File: src/rtl/core/tcw_pkg.sv
// Shared types and constants for the text console cell writer.
package tcw_pkg;

    localparam int SCREEN_COLUMNS_DEF = 80;
    localparam int SCREEN_ROWS_DEF    = 25;

    localparam int CHAR_W   = 8;
    localparam int ATTR_W   = 8;
    localparam int INDEX_W  = 11;
    localparam int COLUMN_W = 7;
    localparam int ROW_W    = 5;

    localparam logic [CHAR_W-1:0] CODE_BACKSPACE = 8'h08;
    localparam logic [CHAR_W-1:0] CODE_TAB       = 8'h09;
    localparam logic [CHAR_W-1:0] CODE_LINE_FEED = 8'h0A;
    localparam logic [CHAR_W-1:0] CODE_RETURN    = 8'h0D;

    localparam logic [COLUMN_W:0] TAB_STEP   = 8'd8;
    localparam logic [ATTR_W-1:0] ATTR_RESET = 8'h07;

    typedef struct packed {
        logic                cell_write;
        logic [INDEX_W-1:0]  cell_index;
        logic [CHAR_W-1:0]   cell_char;
        logic [ATTR_W-1:0]   cell_attr;
        logic                clear_screen;
        logic [COLUMN_W-1:0] cursor_column;
        logic [ROW_W-1:0]    cursor_row;
        logic [INDEX_W-1:0]  cursor_offset;
    } t_result;

endpackage

File: src/rtl/core/text_console_cell_writer.sv
// Input register, output register; the cursor update is a single registered pass.
// Throughput: one word per cycle while the output is not stalled.
// The input stage advances whenever the output register is empty or being taken.
// Reset (synchronous, active low): cursor homed, attribute set to 0x07,
// both stages emptied.
module text_console_cell_writer #(
    parameter int SCREEN_COLUMNS = tcw_pkg::SCREEN_COLUMNS_DEF,
    parameter int SCREEN_ROWS    = tcw_pkg::SCREEN_ROWS_DEF
) (
    input  logic                           i_clk,
    input  logic                           i_rst_n,
    input  logic                           i_valid,
    output logic                           o_stall,
    input  logic [tcw_pkg::CHAR_W-1:0]     i_char_code,
    input  logic                           i_cfg_valid,
    output logic                           o_cfg_ready,
    input  logic [tcw_pkg::ATTR_W-1:0]     i_cfg_cell_attribute,
    output logic                           o_valid,
    input  logic                           i_stall,
    output logic                           o_cell_write,
    output logic [tcw_pkg::INDEX_W-1:0]    o_cell_index,
    output logic [tcw_pkg::CHAR_W-1:0]     o_cell_char,
    output logic [tcw_pkg::ATTR_W-1:0]     o_cell_attr,
    output logic                           o_clear_screen,
    output logic [tcw_pkg::COLUMN_W-1:0]   o_cursor_column,
    output logic [tcw_pkg::ROW_W-1:0]      o_cursor_row,
    output logic [tcw_pkg::INDEX_W-1:0]    o_cursor_offset
);

    logic                        r_in_valid;
    logic [tcw_pkg::CHAR_W-1:0]  r_char;
    logic [tcw_pkg::ATTR_W-1:0]  r_attr;
    logic                        r_out_valid;
    tcw_pkg::t_result            r_res;
    tcw_pkg::t_result            n_res;

    logic out_free;
    logic step;
    logic take_in;

    assign out_free    = !r_out_valid || !i_stall;
    assign step        = r_in_valid && out_free;
    assign o_stall     = r_in_valid && !out_free;
    assign take_in     = i_valid && !o_stall;
    assign o_cfg_ready = 1'b1;

    tcw_cursor #(
        .SCREEN_COLUMNS (SCREEN_COLUMNS),
        .SCREEN_ROWS    (SCREEN_ROWS)
    ) u_cursor (
        .i_clk       (i_clk),
        .i_rst_n     (i_rst_n),
        .i_step      (step),
        .i_char_code (r_char),
        .i_attr      (r_attr),
        .o_result    (n_res)
    );

    always_ff @(posedge i_clk) begin
        if (!i_rst_n) begin
            r_in_valid  <= 1'b0;
            r_out_valid <= 1'b0;
            r_attr      <= tcw_pkg::ATTR_RESET;
        end else begin
            if (!o_stall) begin
                r_in_valid <= i_valid;
            end
            if (out_free) begin
                r_out_valid <= r_in_valid;
            end
            if (i_cfg_valid && o_cfg_ready) begin
                r_attr <= i_cfg_cell_attribute;
            end
        end
    end

    always_ff @(posedge i_clk) begin
        if (take_in) begin
            r_char <= i_char_code;
        end
        if (step) begin
            r_res <= n_res;
        end
    end

    assign o_valid         = r_out_valid;
    assign o_cell_write    = r_res.cell_write;
    assign o_cell_index    = r_res.cell_index;
    assign o_cell_char     = r_res.cell_char;
    assign o_cell_attr     = r_res.cell_attr;
    assign o_clear_screen  = r_res.clear_screen;
    assign o_cursor_column = r_res.cursor_column;
    assign o_cursor_row    = r_res.cursor_row;
    assign o_cursor_offset = r_res.cursor_offset;

endmodule

File: src/rtl/core/tcw_cursor.sv
// Cursor registers and per-character cursor and cell update logic.
module tcw_cursor #(
    parameter int SCREEN_COLUMNS = tcw_pkg::SCREEN_COLUMNS_DEF,
    parameter int SCREEN_ROWS    = tcw_pkg::SCREEN_ROWS_DEF
) (
    input  logic                          i_clk,
    input  logic                          i_rst_n,
    input  logic                          i_step,
    input  logic [tcw_pkg::CHAR_W-1:0]    i_char_code,
    input  logic [tcw_pkg::ATTR_W-1:0]    i_attr,
    output tcw_pkg::t_result              o_result
);

    localparam int CW = tcw_pkg::COLUMN_W;
    localparam int RW = tcw_pkg::ROW_W;
    localparam int PW = tcw_pkg::INDEX_W + 1;

    localparam logic [CW:0]   COLS_LIM = (CW+1)'(SCREEN_COLUMNS);
    localparam logic [RW:0]   ROWS_LIM = (RW+1)'(SCREEN_ROWS);
    localparam logic [PW-1:0] COLS_MUL = PW'(SCREEN_COLUMNS);

    logic [CW-1:0] r_column, n_column;
    logic [RW-1:0] r_row, n_row;

    logic [CW:0]   col_sum;
    logic [RW:0]   row_sum;
    logic          wrote;
    logic          clear;
    logic [PW-1:0] w_index;
    logic [PW-1:0] c_offset;

    always_comb begin
        col_sum = {1'b0, r_column};
        row_sum = {1'b0, r_row};
        wrote   = 1'b0;
        case (i_char_code)
            tcw_pkg::CODE_BACKSPACE: begin
                if (r_column != '0) begin
                    col_sum = {1'b0, r_column} - (CW+1)'(1);
                end
            end
            tcw_pkg::CODE_TAB: begin
                col_sum = {1'b0, r_column} + tcw_pkg::TAB_STEP;
            end
            tcw_pkg::CODE_RETURN: begin
                col_sum = '0;
            end
            tcw_pkg::CODE_LINE_FEED: begin
                col_sum = '0;
                row_sum = {1'b0, r_row} + (RW+1)'(1);
            end
            default: begin
                wrote   = 1'b1;
                col_sum = {1'b0, r_column} + (CW+1)'(1);
            end
        endcase

        if (col_sum >= COLS_LIM) begin
            col_sum = '0;
            row_sum = row_sum + (RW+1)'(1);
        end
        clear = 1'b0;
        if (row_sum >= ROWS_LIM) begin
            clear   = 1'b1;
            col_sum = '0;
            row_sum = '0;
        end

        n_column = col_sum[CW-1:0];
        n_row    = row_sum[RW-1:0];

        w_index  = PW'(r_row) * COLS_MUL + PW'(r_column);
        c_offset = PW'(n_row) * COLS_MUL + PW'(n_column);

        o_result.cell_write    = wrote;
        o_result.cell_index    = wrote ? w_index[tcw_pkg::INDEX_W-1:0] : '0;
        o_result.cell_char     = wrote ? i_char_code : '0;
        o_result.cell_attr     = wrote ? i_attr : '0;
        o_result.clear_screen  = clear;
        o_result.cursor_column = n_column;
        o_result.cursor_row    = n_row;
        o_result.cursor_offset = c_offset[tcw_pkg::INDEX_W-1:0];
    end

    always_ff @(posedge i_clk) begin
        if (!i_rst_n) begin
            r_column <= '0;
            r_row    <= '0;
        end else if (i_step) begin
            r_column <= n_column;
            r_row    <= n_row;
        end
    end

    a_column_range: assert property (@(posedge i_clk) disable iff (!i_rst_n)
        (CW+1)'(r_column) < COLS_LIM)
        else $error("cursor column out of range");

    a_row_range: assert property (@(posedge i_clk) disable iff (!i_rst_n)
        (RW+1)'(r_row) < ROWS_LIM)
        else $error("cursor row out of range");

    a_clear_homes: assert property (@(posedge i_clk) disable iff (!i_rst_n)
        i_step && clear |=> r_column == '0 && r_row == '0)
        else $error("screen clear did not home the cursor");

    a_step_holds: assert property (@(posedge i_clk) disable iff (!i_rst_n)
        !i_step |=> $stable(r_column) && $stable(r_row))
        else $error("cursor moved without a word");

endmodule

File: config.mk
export PLATFORM = sky130hd
export DESIGN_NAME = text_console_cell_writer
export DESIGN_NICKNAME = d
export VERILOG_FILES = /design/src/rtl/core/tcw_pkg.sv /design/src/rtl/core/text_console_cell_writer.sv /design/src/rtl/core/tcw_cursor.sv
export SDC_FILE = /design/constraint.sdc
export NUM_CORES = 1
export LEC_CHECK = 0
export ABC_AREA = 1
export BUFFER_PORTS_ARGS = -buffer_cell sky130_fd_sc_hd__buf_2
export CAP_MARGIN = 20
export CORE_MARGIN = 2
export CORE_UTILIZATION = 35
export CTS_CLUSTER_DIAMETER = 30
export DETAILED_ROUTE_END_ITERATION = 10
export SETUP_SLACK_MARGIN = 0.1
export SLEW_MARGIN = 20
export SYNTH_ARGS = -nofsm -noshare
export SYNTH_HDL_FRONTEND = slang
export SYNTH_SLANG_ARGS = --single-unit
File: constraint.sdc
create_clock -name i_clk -period 3.6 [get_ports i_clk]
set_input_delay 0.36 -clock i_clk [delete_from_list [all_inputs] [get_ports i_clk]]
set_output_delay 0.36 -clock i_clk [all_outputs]
set_load 0.01 [all_outputs]
Yosys cells after proc, flatten, opt, wreduce, memory -nomap -nowiden:

Cells that the tools add are included.
Widths: inputs -> output; s select.

* mux-type cells: 9
* add/subtract/negate cells: 7
* $lt $le $gt $ge: 2
* $mul: 2
* reduce and logical (&&, ||, !) cells: 11
* eq/ne operators: 4

Operators with widths (number)
* $eq 8x4->1 const B: 4
* $pmux 8 s3: 1
* $add 11x7->11: 2
* $mul 5x3->7 const B: 2
* $mux 7: 2
* $mux 6: 2
* $add 7x1->8 const B: 1
* $add 7x4->8 const B: 1
* $ge 8x7->1 const B: 1
* $mux 8: 1
* $sub 7x1->8 const B: 1
* $reduce_bool 7->1: 1
* $add 5x1->6 const B: 1
* $add 6x1->6 const B: 1
* $ge 6x5->1 const B: 1
* $mux 5: 1
* $logic_not 1->1: 4
* $reduce_or 4->1: 1
* $logic_and 1x1->1: 3
* $mux 1: 2
* $reduce_or 2->1: 1
* $logic_or 1x1->1: 1

* bits of input ports: 21
* word-level logic and storage cells: 49
* output and inout port bits: 55
* bits in registers: 82

Depth between registers and ports, before layout:

Gate-level depths: netlist of the first run.

* word-level depth: 9
* gate-level depth with buffers: 29
* mapped depth without buffers: 28

Modules after synthesis:

From an unflattened synthesis of the first run, not the netlist that was laid out.

* cells, all modules: 521
* area, all modules: 4926.0 um2

Modules (own cells, without submodules)
* tcw_cursor: cells an instance 411, instances 1, sequential area each 240.2 um2, area an instance 2723.9 um2
* text_console_cell_writer: cells an instance 110, instances 1, sequential area each 2001.9 um2, area an instance 2202.1 um2

Worst setup path after synthesis of the first run:

OpenSTA, ideal clock, no wires.

* path type: reg2reg
* start: register r_char[7] (netlist name)
* end: register r_res (netlist bit o_cursor_offset[10]), data pin
* required time: 3347 ps
* library setup time: 253 ps
* period minus slack after synthesis: 3959 ps
* arrival time: 3706 ps
* path buffers: 0
* stages on the path, launching flop included: 28
* path slack: -359 ps
* cell sequence: edfxtp_1 > nor2_1 > nand2_2 > inv_2 > nand2_4 > xor2_1 > inv_1 > ha_1 > inv_1 > nor2_1 > nand2_1 > nand2_1 > nand2_1 > nand4_1 > nand2_1 > nor2_2 > nand2_4 > nand3_1 > inv_1 > ha_1 > ha_1 > fa_1 > xor2_1 > nand3_1 > xor2_1 > inv_1 > nand4_1 > nand2_1

RTL lines
* start, declared: line text_console_cell_writer.sv:31 `logic [tcw_pkg::CHAR_W-1:0] r_char;`
* start signal, assigned: line text_console_cell_writer.sv:79 `r_char <= i_char_code;`
* end signal, assigned: line text_console_cell_writer.sv:82 `r_res <= n_res;`
* end, declared: line text_console_cell_writer.sv:34 `tcw_pkg::t_result r_res;`

==> results_dict.tcl, run 1 <==
set metrics [dict create \
    syn2layout_area_growth_pct 35.4 \
    worstRegToRegCells 27 \
    synth_area_leaders "edfxtp_1 (37%), dfxtp_1 (9.8%), inv_1 (6.8%), ha_1 (6.7%), nand2_1 (6.2%)" \
    vias_per_cell 4.60 \
    nNetsFinal 680 \
    yosys.area_share.simple_pct 20.9 \
    crit_start "r_char[7]$_DFFE_PP_" \
    violations "setup timing" \
    worstReg2RegStart "r_char[7]$_DFFE_PP_" \
    timing.final.crit_period_ps 3690 \
    ir_drop_mv 0.225 \
    diodes 0 \
    setup_viol 2 \
    die_y_microns 117 \
    hold_buffers 0 \
    hold_ws_ps 197 \
    setup_ws_ps -90.9 \
    synth-compound-area-share_pct 9.55 \
    fin_skew_ps 7.57 \
    hold_violations 0 \
    synthXorXnorAreaFrac_pct 3.31 \
    die_area_sq_um 13800 \
    end_kind "register" \
    drive_gt1_share_pct 37.6 \
    synthCells 499 \
    synthMuxAreaShare_pct 0 \
    cts_sinks 78 \
    portBuffers 74 \
    cts_root_buffer "clkbuf_16" \
    final_cell_area_sq_um 6090 \
    arrival_ps 3780 \
    synth_area_leader_cell "edfxtp_1" \
    crit_required_ps 3690 \
    grt_pass1_vias 3682 \
    post-route-period-util_pct 103 \
    synth_nets 548 \
    dpl.hpwl_microns 7710 \
    p_leak_nw 2.85 \
    max_slew_margin_pct 62.5 \
    synth_top_area_share_pct 37.4 \
    startpoint_type "register" \
    ant_nets 0 \
    status "complete, but fails checks" \
    gp_congestion 0.875 \
    clkTransAtPathRegs_ps 60 \
    routed_wl_microns 10200 \
    post-route-util_pct 48.4 \
    ys_seq_area_share_pct 47.2 \
    cp_max_fo 7 \
    core_area_sq_um 12600 \
    track_usage_pct 15.1 \
    dr.first_iter.drc_count 153 \
    rsz0062_at_grt "yes" \
    worstHoldEndpoint "r_char[1]$_DFFE_PP_" \
    ys_types 40 \
    synth_area_sq_um 4490 \
    rows 41 \
    hp-start "i_char_code[1]" \
    p_per_area_nw_per_um2 433 \
    clkLatencyLatePin_ps 330 \
    critPathKind "reg -> reg" \
    slew_violations 0 \
    cts_tree "built" \
    cap_violations 0 \
    worstMarginPinSlew_ps 561 \
    start_util_pct 35.8 \
    route.detailed.drc 0 \
    vias 3718 \
    htreeDepth 3 \
    cts_made_buffers 9 \
    r2r-end "o_cursor_offset[10]$_DFFE_PP_" \
    wl_per_cell_microns 12.6 \
    synth_top_family_by_area "simple AND/OR/NAND/NOR gates" \
    rrSetupSlack_ps -90 \
    die_w_microns 117 \
    clock_path_buffers 2 \
    grt_pass1_wl_microns 17000 \
    placed_area_sq_um 5500 \
    grt.overflow.total 0 \
    fmax_mhz 271 \
    ys_ff_latch 78 \
    drtPass1Iterations 5 \
    min_path_cells 1 \
    ys_warn_count 0 \
    hold_path_class "in -> reg" \
    synth_adder_area_share_pct 8.46 \
    antenna_found_initial 0 \
    ios 76 \
    syn-mean-instance-area_sq_um 9.01 \
    grt_max_degree 41 \
]
==> layout make-up <==
type / instances / area (sq um)
sequential: 78 / 2120
timing repair buffer: 141 / 881
clock inverter: 6 / 133
inverter: 88 / 338
tap: 172 / 215
fill: 1173 / 6480
multi-input combinational: 313 / 2170
clock buffer: 10 / 229
==> repair_timing <==
item	4_1_cts	5_1_grt
setup buffers	4	4
endpoints found under the setup margin	4	5
gates resized for setup	16	19
pin swaps	2	18
==> layout by cell type (no fill, tap or decap), types with 3 or more instances in the layout <==
master     instances
a21oi_1           24
a21oi_2            8
buf_2             74
buf_4             65
bufinv_16          4
clkbuf_16          9
dfxtp_1           21
edfxtp_1          56
ha_1              18
ha_4               6
inv_1             77
inv_2              7
inv_4              3
nand2_1           68
nand2_2           12
nand3_1           23
nand3_2           10
nand3_4            5
nand4_1            9
nor2_1            43
nor2_2            10
nor2_4             5
o21ai_0           27
o21ai_2            3
xnor2_1            3
xor2_1            11
==> metal layers <==
metal  up-vias  wire length [microns]  track usage [%]
met5         -                      0                0
met4         0                    131             5.57
met3         8                    400             3.11
met2        82                   5030             25.4
met1      1736                   4640             19.3
li1       1892                      -                -
==> how the worst max path moves through the flow <==
stage	end	slack, ps
2_1_floorplan	o_cursor_offset[10]$_DFFE_PP_	20
3_3_place_gp	o_cursor_offset[10]$_DFFE_PP_	-60
3_5_place_dp	o_cursor_offset[10]$_DFFE_PP_	-170
4_1_cts	o_cursor_offset[10]$_DFFE_PP_	-80
5_1_grt	o_cursor_offset[10]$_DFFE_PP_	-320
6_report	o_cursor_offset[10]$_DFFE_PP_	-90
==> cell families (layout without fill, tap and decap cells) <==
kind of cell               Yosys count  in the layout
AOI/OAI and AO/OA                   73             73
xor gates and xnor gates            17             17
adders and majority gates           28             28
buffers and inverters              108            245
DFF                                 78             78
other                                1              1
and+or+nand+nor                    194            194
==> state kept, by name, indices dropped and copies added (netlist names) <==
signal,count
o_cell_attr,8
o_cell_char,8
o_cell_index,11
o_cell_write,1
o_clear_screen,1
o_cursor_column,7
o_cursor_offset,7
o_cursor_row,5
o_valid,1
r_attr,8
r_char,8
r_in_valid,1
u_cursor.r_column,7
u_cursor.r_row,5
==> cells in the mapped netlist <==
cell type  instances
nand4_1            9
nor4_1             2
o21ai_0           29
o21ai_1            2
nand2_1           74
and2_1             1
nand2_2            6
or2_2              2
inv_1             82
clkinv_1           1
o211ai_1           2
o31ai_1            1
a22oi_1            1
o21ai_2            1
clkbuf_1           9
a21o_1             1
inv_2              5
o221ai_1           1
buf_6              3
nand2_4            3
a21oi_1           26
fa_1               4
a21oi_2            7
nand3_2            8
o22ai_1            1
nand3_1           29
nand3_4            1
nor2_2            10
xnor2_1            3
dfxtp_1           22
xor2_1            14
a31oi_4            1
ha_1              24
conb_1             1
nor2_4             1
nor2_1            47
buf_8              2
edfxtp_1          56
nor3b_1            1
buf_4              6
==> through the flow <==
step	power (mW)	setup WS (ps)	std cells	TNS, ps
2_1_floorplan	1.37	16.5	499	0
3_3_place_gp	1.51	-58.8	784	-58.8
3_5_place_dp	1.52	-166	784	-203
4_1_cts	2.64	-81.9	804	-93.7
5_1_grt	2.76	-316	808	-612
6_report	2.64	-90.9	808	-103
==> power breakdown <==
part | total, mW | switching (mW) | internal (mW)
Combinational | 0.475 | 0.270 | 0.205
Sequential | 1.06 | 0.0283 | 1.03
Clock | 1.10 | 0.352 | 0.748
Total | 2.64 | 0.651 | 1.99
==> worst max-delay path, cell delays in order, from the launching register on <==
cell	delay (ps)
edfxtp_1	410
nor2_2	140
nand2_2	110
inv_4	110
nand2_8	90
nand2_2	100
o21ai_4	70
inv_1	100
ha_4	150
inv_2	40
nor2_4	70
nand2_1	50
nand2_1	50
nand2_1	50
nand4_1	80
nand2_2	80
nor2_4	130
nand2_4	110
nand3_4	110
inv_4	40
ha_4	230
ha_4	160
fa_2	540
nand3_2	90
xor2_2	160
inv_1	50
nand4_1	60
nand2_1	50
(Power assumes the default switching activity.)
==> inputs of run 2 (changes only) <==
--- a/config.mk
+++ b/config.mk
@@ -8,7 +8,6 @@
 export ABC_AREA = 1
 export BUFFER_PORTS_ARGS = -buffer_cell sky130_fd_sc_hd__buf_2
 export CAP_MARGIN = 20
-export CORE_MARGIN = 2
 export CORE_UTILIZATION = 35
 export CTS_CLUSTER_DIAMETER = 30
 export DETAILED_ROUTE_END_ITERATION = 10
==> results_dict.tcl, run 2 (synthesis gave the netlist of run 1 again) <==
set metrics [dict create \
    wl_per_cell_microns 12.1 \
    crit_required_ps 3700 \
    clkTransAtPathRegs_ps 60 \
    routed_wl_microns 9820 \
    critPathKind "reg -> reg" \
    drive_gt1_share_pct 38.1 \
    track_usage_pct 15.7 \
    slowest_stage "edfxtp_1" \
    ir_drop_mv 0.201 \
    diodes 0 \
    htreeDepth 3 \
    clock_path_buffers 2 \
    clkLatencyLatePin_ps 340 \
    grt_pass1_wl_microns 16200 \
    end_kind "register" \
    vias 3663 \
    gp_congestion 0.838 \
    timing.final.crit_period_ps 3680 \
    cp_common_cell "nor2_2" \
    drtPass1Iterations 4 \
    hold_violations 0 \
    rsz0062_at_grt "yes" \
    cp_max_fo 8 \
    largest_register_ffs 11 \
    rows 41 \
    antenna_found_initial 0 \
    status "complete, but fails checks" \
    syn2layout_area_growth_pct 33.5 \
    setup_ws_ps -80.9 \
    grt_max_degree 73 \
    cts_made_buffers 9 \
    route.detailed.drc 0 \
    worstMarginPinSlew_ps 861 \
    hold_ws_ps 200 \
    die_y_microns 115 \
    start_util_pct 35.8 \
    place_inst 786 \
    max_slew_margin_pct 42.6 \
    dr.first_iter.drc_count 217 \
    violations "setup timing" \
    setup_viol 1 \
    fin_skew_ps 8.33 \
    slew_violations 0 \
    ios 76 \
    fin_cells 809 \
    vias_per_cell 4.53 \
    cts_tree "built" \
    startpoint_type "register" \
    nNetsFinal 681 \
    finalPower_mw 2.43 \
    cts_root_buffer "clkbuf_16" \
    die_w_microns 115 \
    p_leak_nw 2.82 \
    core_area_sq_um 12600 \
    arrival_ps 3780 \
    final_cell_mix "inv_1 (74), buf_2 (74), nand2_1 (71)" \
    ant_nets 0 \
    cap_violations 0 \
    p_per_area_nw_per_um2 404 \
    cts_sinks 78 \
    grt_pass1_vias 3563 \
    hold_path_class "in -> reg" \
    post-route-period-util_pct 102 \
    dpl.hpwl_microns 7390 \
    fmax_mhz 272 \
    max_stage_delay_ps 390 \
    place_ws_ps -147 \
    grt.overflow.total 0 \
    hold_buffers 0 \
    portBuffers 74 \
    die_area_sq_um 13300 \
]
## run 2: area by class of cell
class | count | area [sq um]
Timing Repair Buffer | 142 | 885
Multi-Input combinational cell | 313 | 2150
Fill cell | 1160 | 6570
Tap cell | 172 | 215
Clock inverter | 6 | 61.3
Inverter | 88 | 338
Sequential cell | 78 | 2120
Clock buffer | 10 | 229
## run 2: per-stage QoR
step | TNS (ps) | util, % | area, sq um
6_report | -80.9 | 47.7 | 6000
5_1_grt | -649 | 47.7 | 6000
3_5_place_dp | -167 | 43.9 | 5520
2_1_floorplan | 0 | - | 4600
3_3_place_gp | -80.5 | 43.9 | 5520
4_1_cts | -177 | 47.1 | 5920
## run 2: report_power, final
| group | switching (mW) | leakage, nW | internal (mW) |
|---|---|---|---|
| Sequential | 0.0266 | 0.716 | 1.03 |
| Clock | 0.351 | 0.143 | 0.535 |
| Combinational | 0.270 | 1.96 | 0.209 |
| Total | 0.647 | 2.82 | 1.78 |
## run 2: critical path, delay by kind of cell, from the launching register on
family / cells / cell delay (ps)
compound gates: 1 / 70
xor+xnor: 2 / 350
fa+ha+maj: 3 / 740
buf+inv: 4 / 270
flops: 1 / 390
simple gates: 15 / 1600
## run 2: repair_timing
item                       4_1_cts  5_1_grt
pin swaps                        8       13
cloned                           0        0
resized for setup               14       20
buffers inserted                 7        4
setup endpoints to repair        3        5
## run 2: final timing paths
check                                             from                            end  slack (ps)  cells past startpoint
worst max-delay path               r_char[2]$_DFFE_PP_  o_cursor_offset[10]$_DFFE_PP_         -80                     25
worst min-delay path                    i_char_code[2]            r_char[2]$_DFFE_PP_         200                      1
worst max register to register     r_char[2]$_DFFE_PP_  o_cursor_offset[10]$_DFFE_PP_         -80                     25
worst min register to register  r_attr[3]$_SDFFE_PN0P_         r_attr[3]$_SDFFE_PN0P_         450                      2
## run 2: per-layer routing
layer	vias to the layer above	routed length (microns)	GRT usage, %	part of all wire (%)
met5	-	0	0	0
met4	0	105	5.71	1.1
met3	8	354	2.90	3.6
met2	70	4840	26.9	49
met1	1695	4520	19.6	46
li1	1890	-	-	-
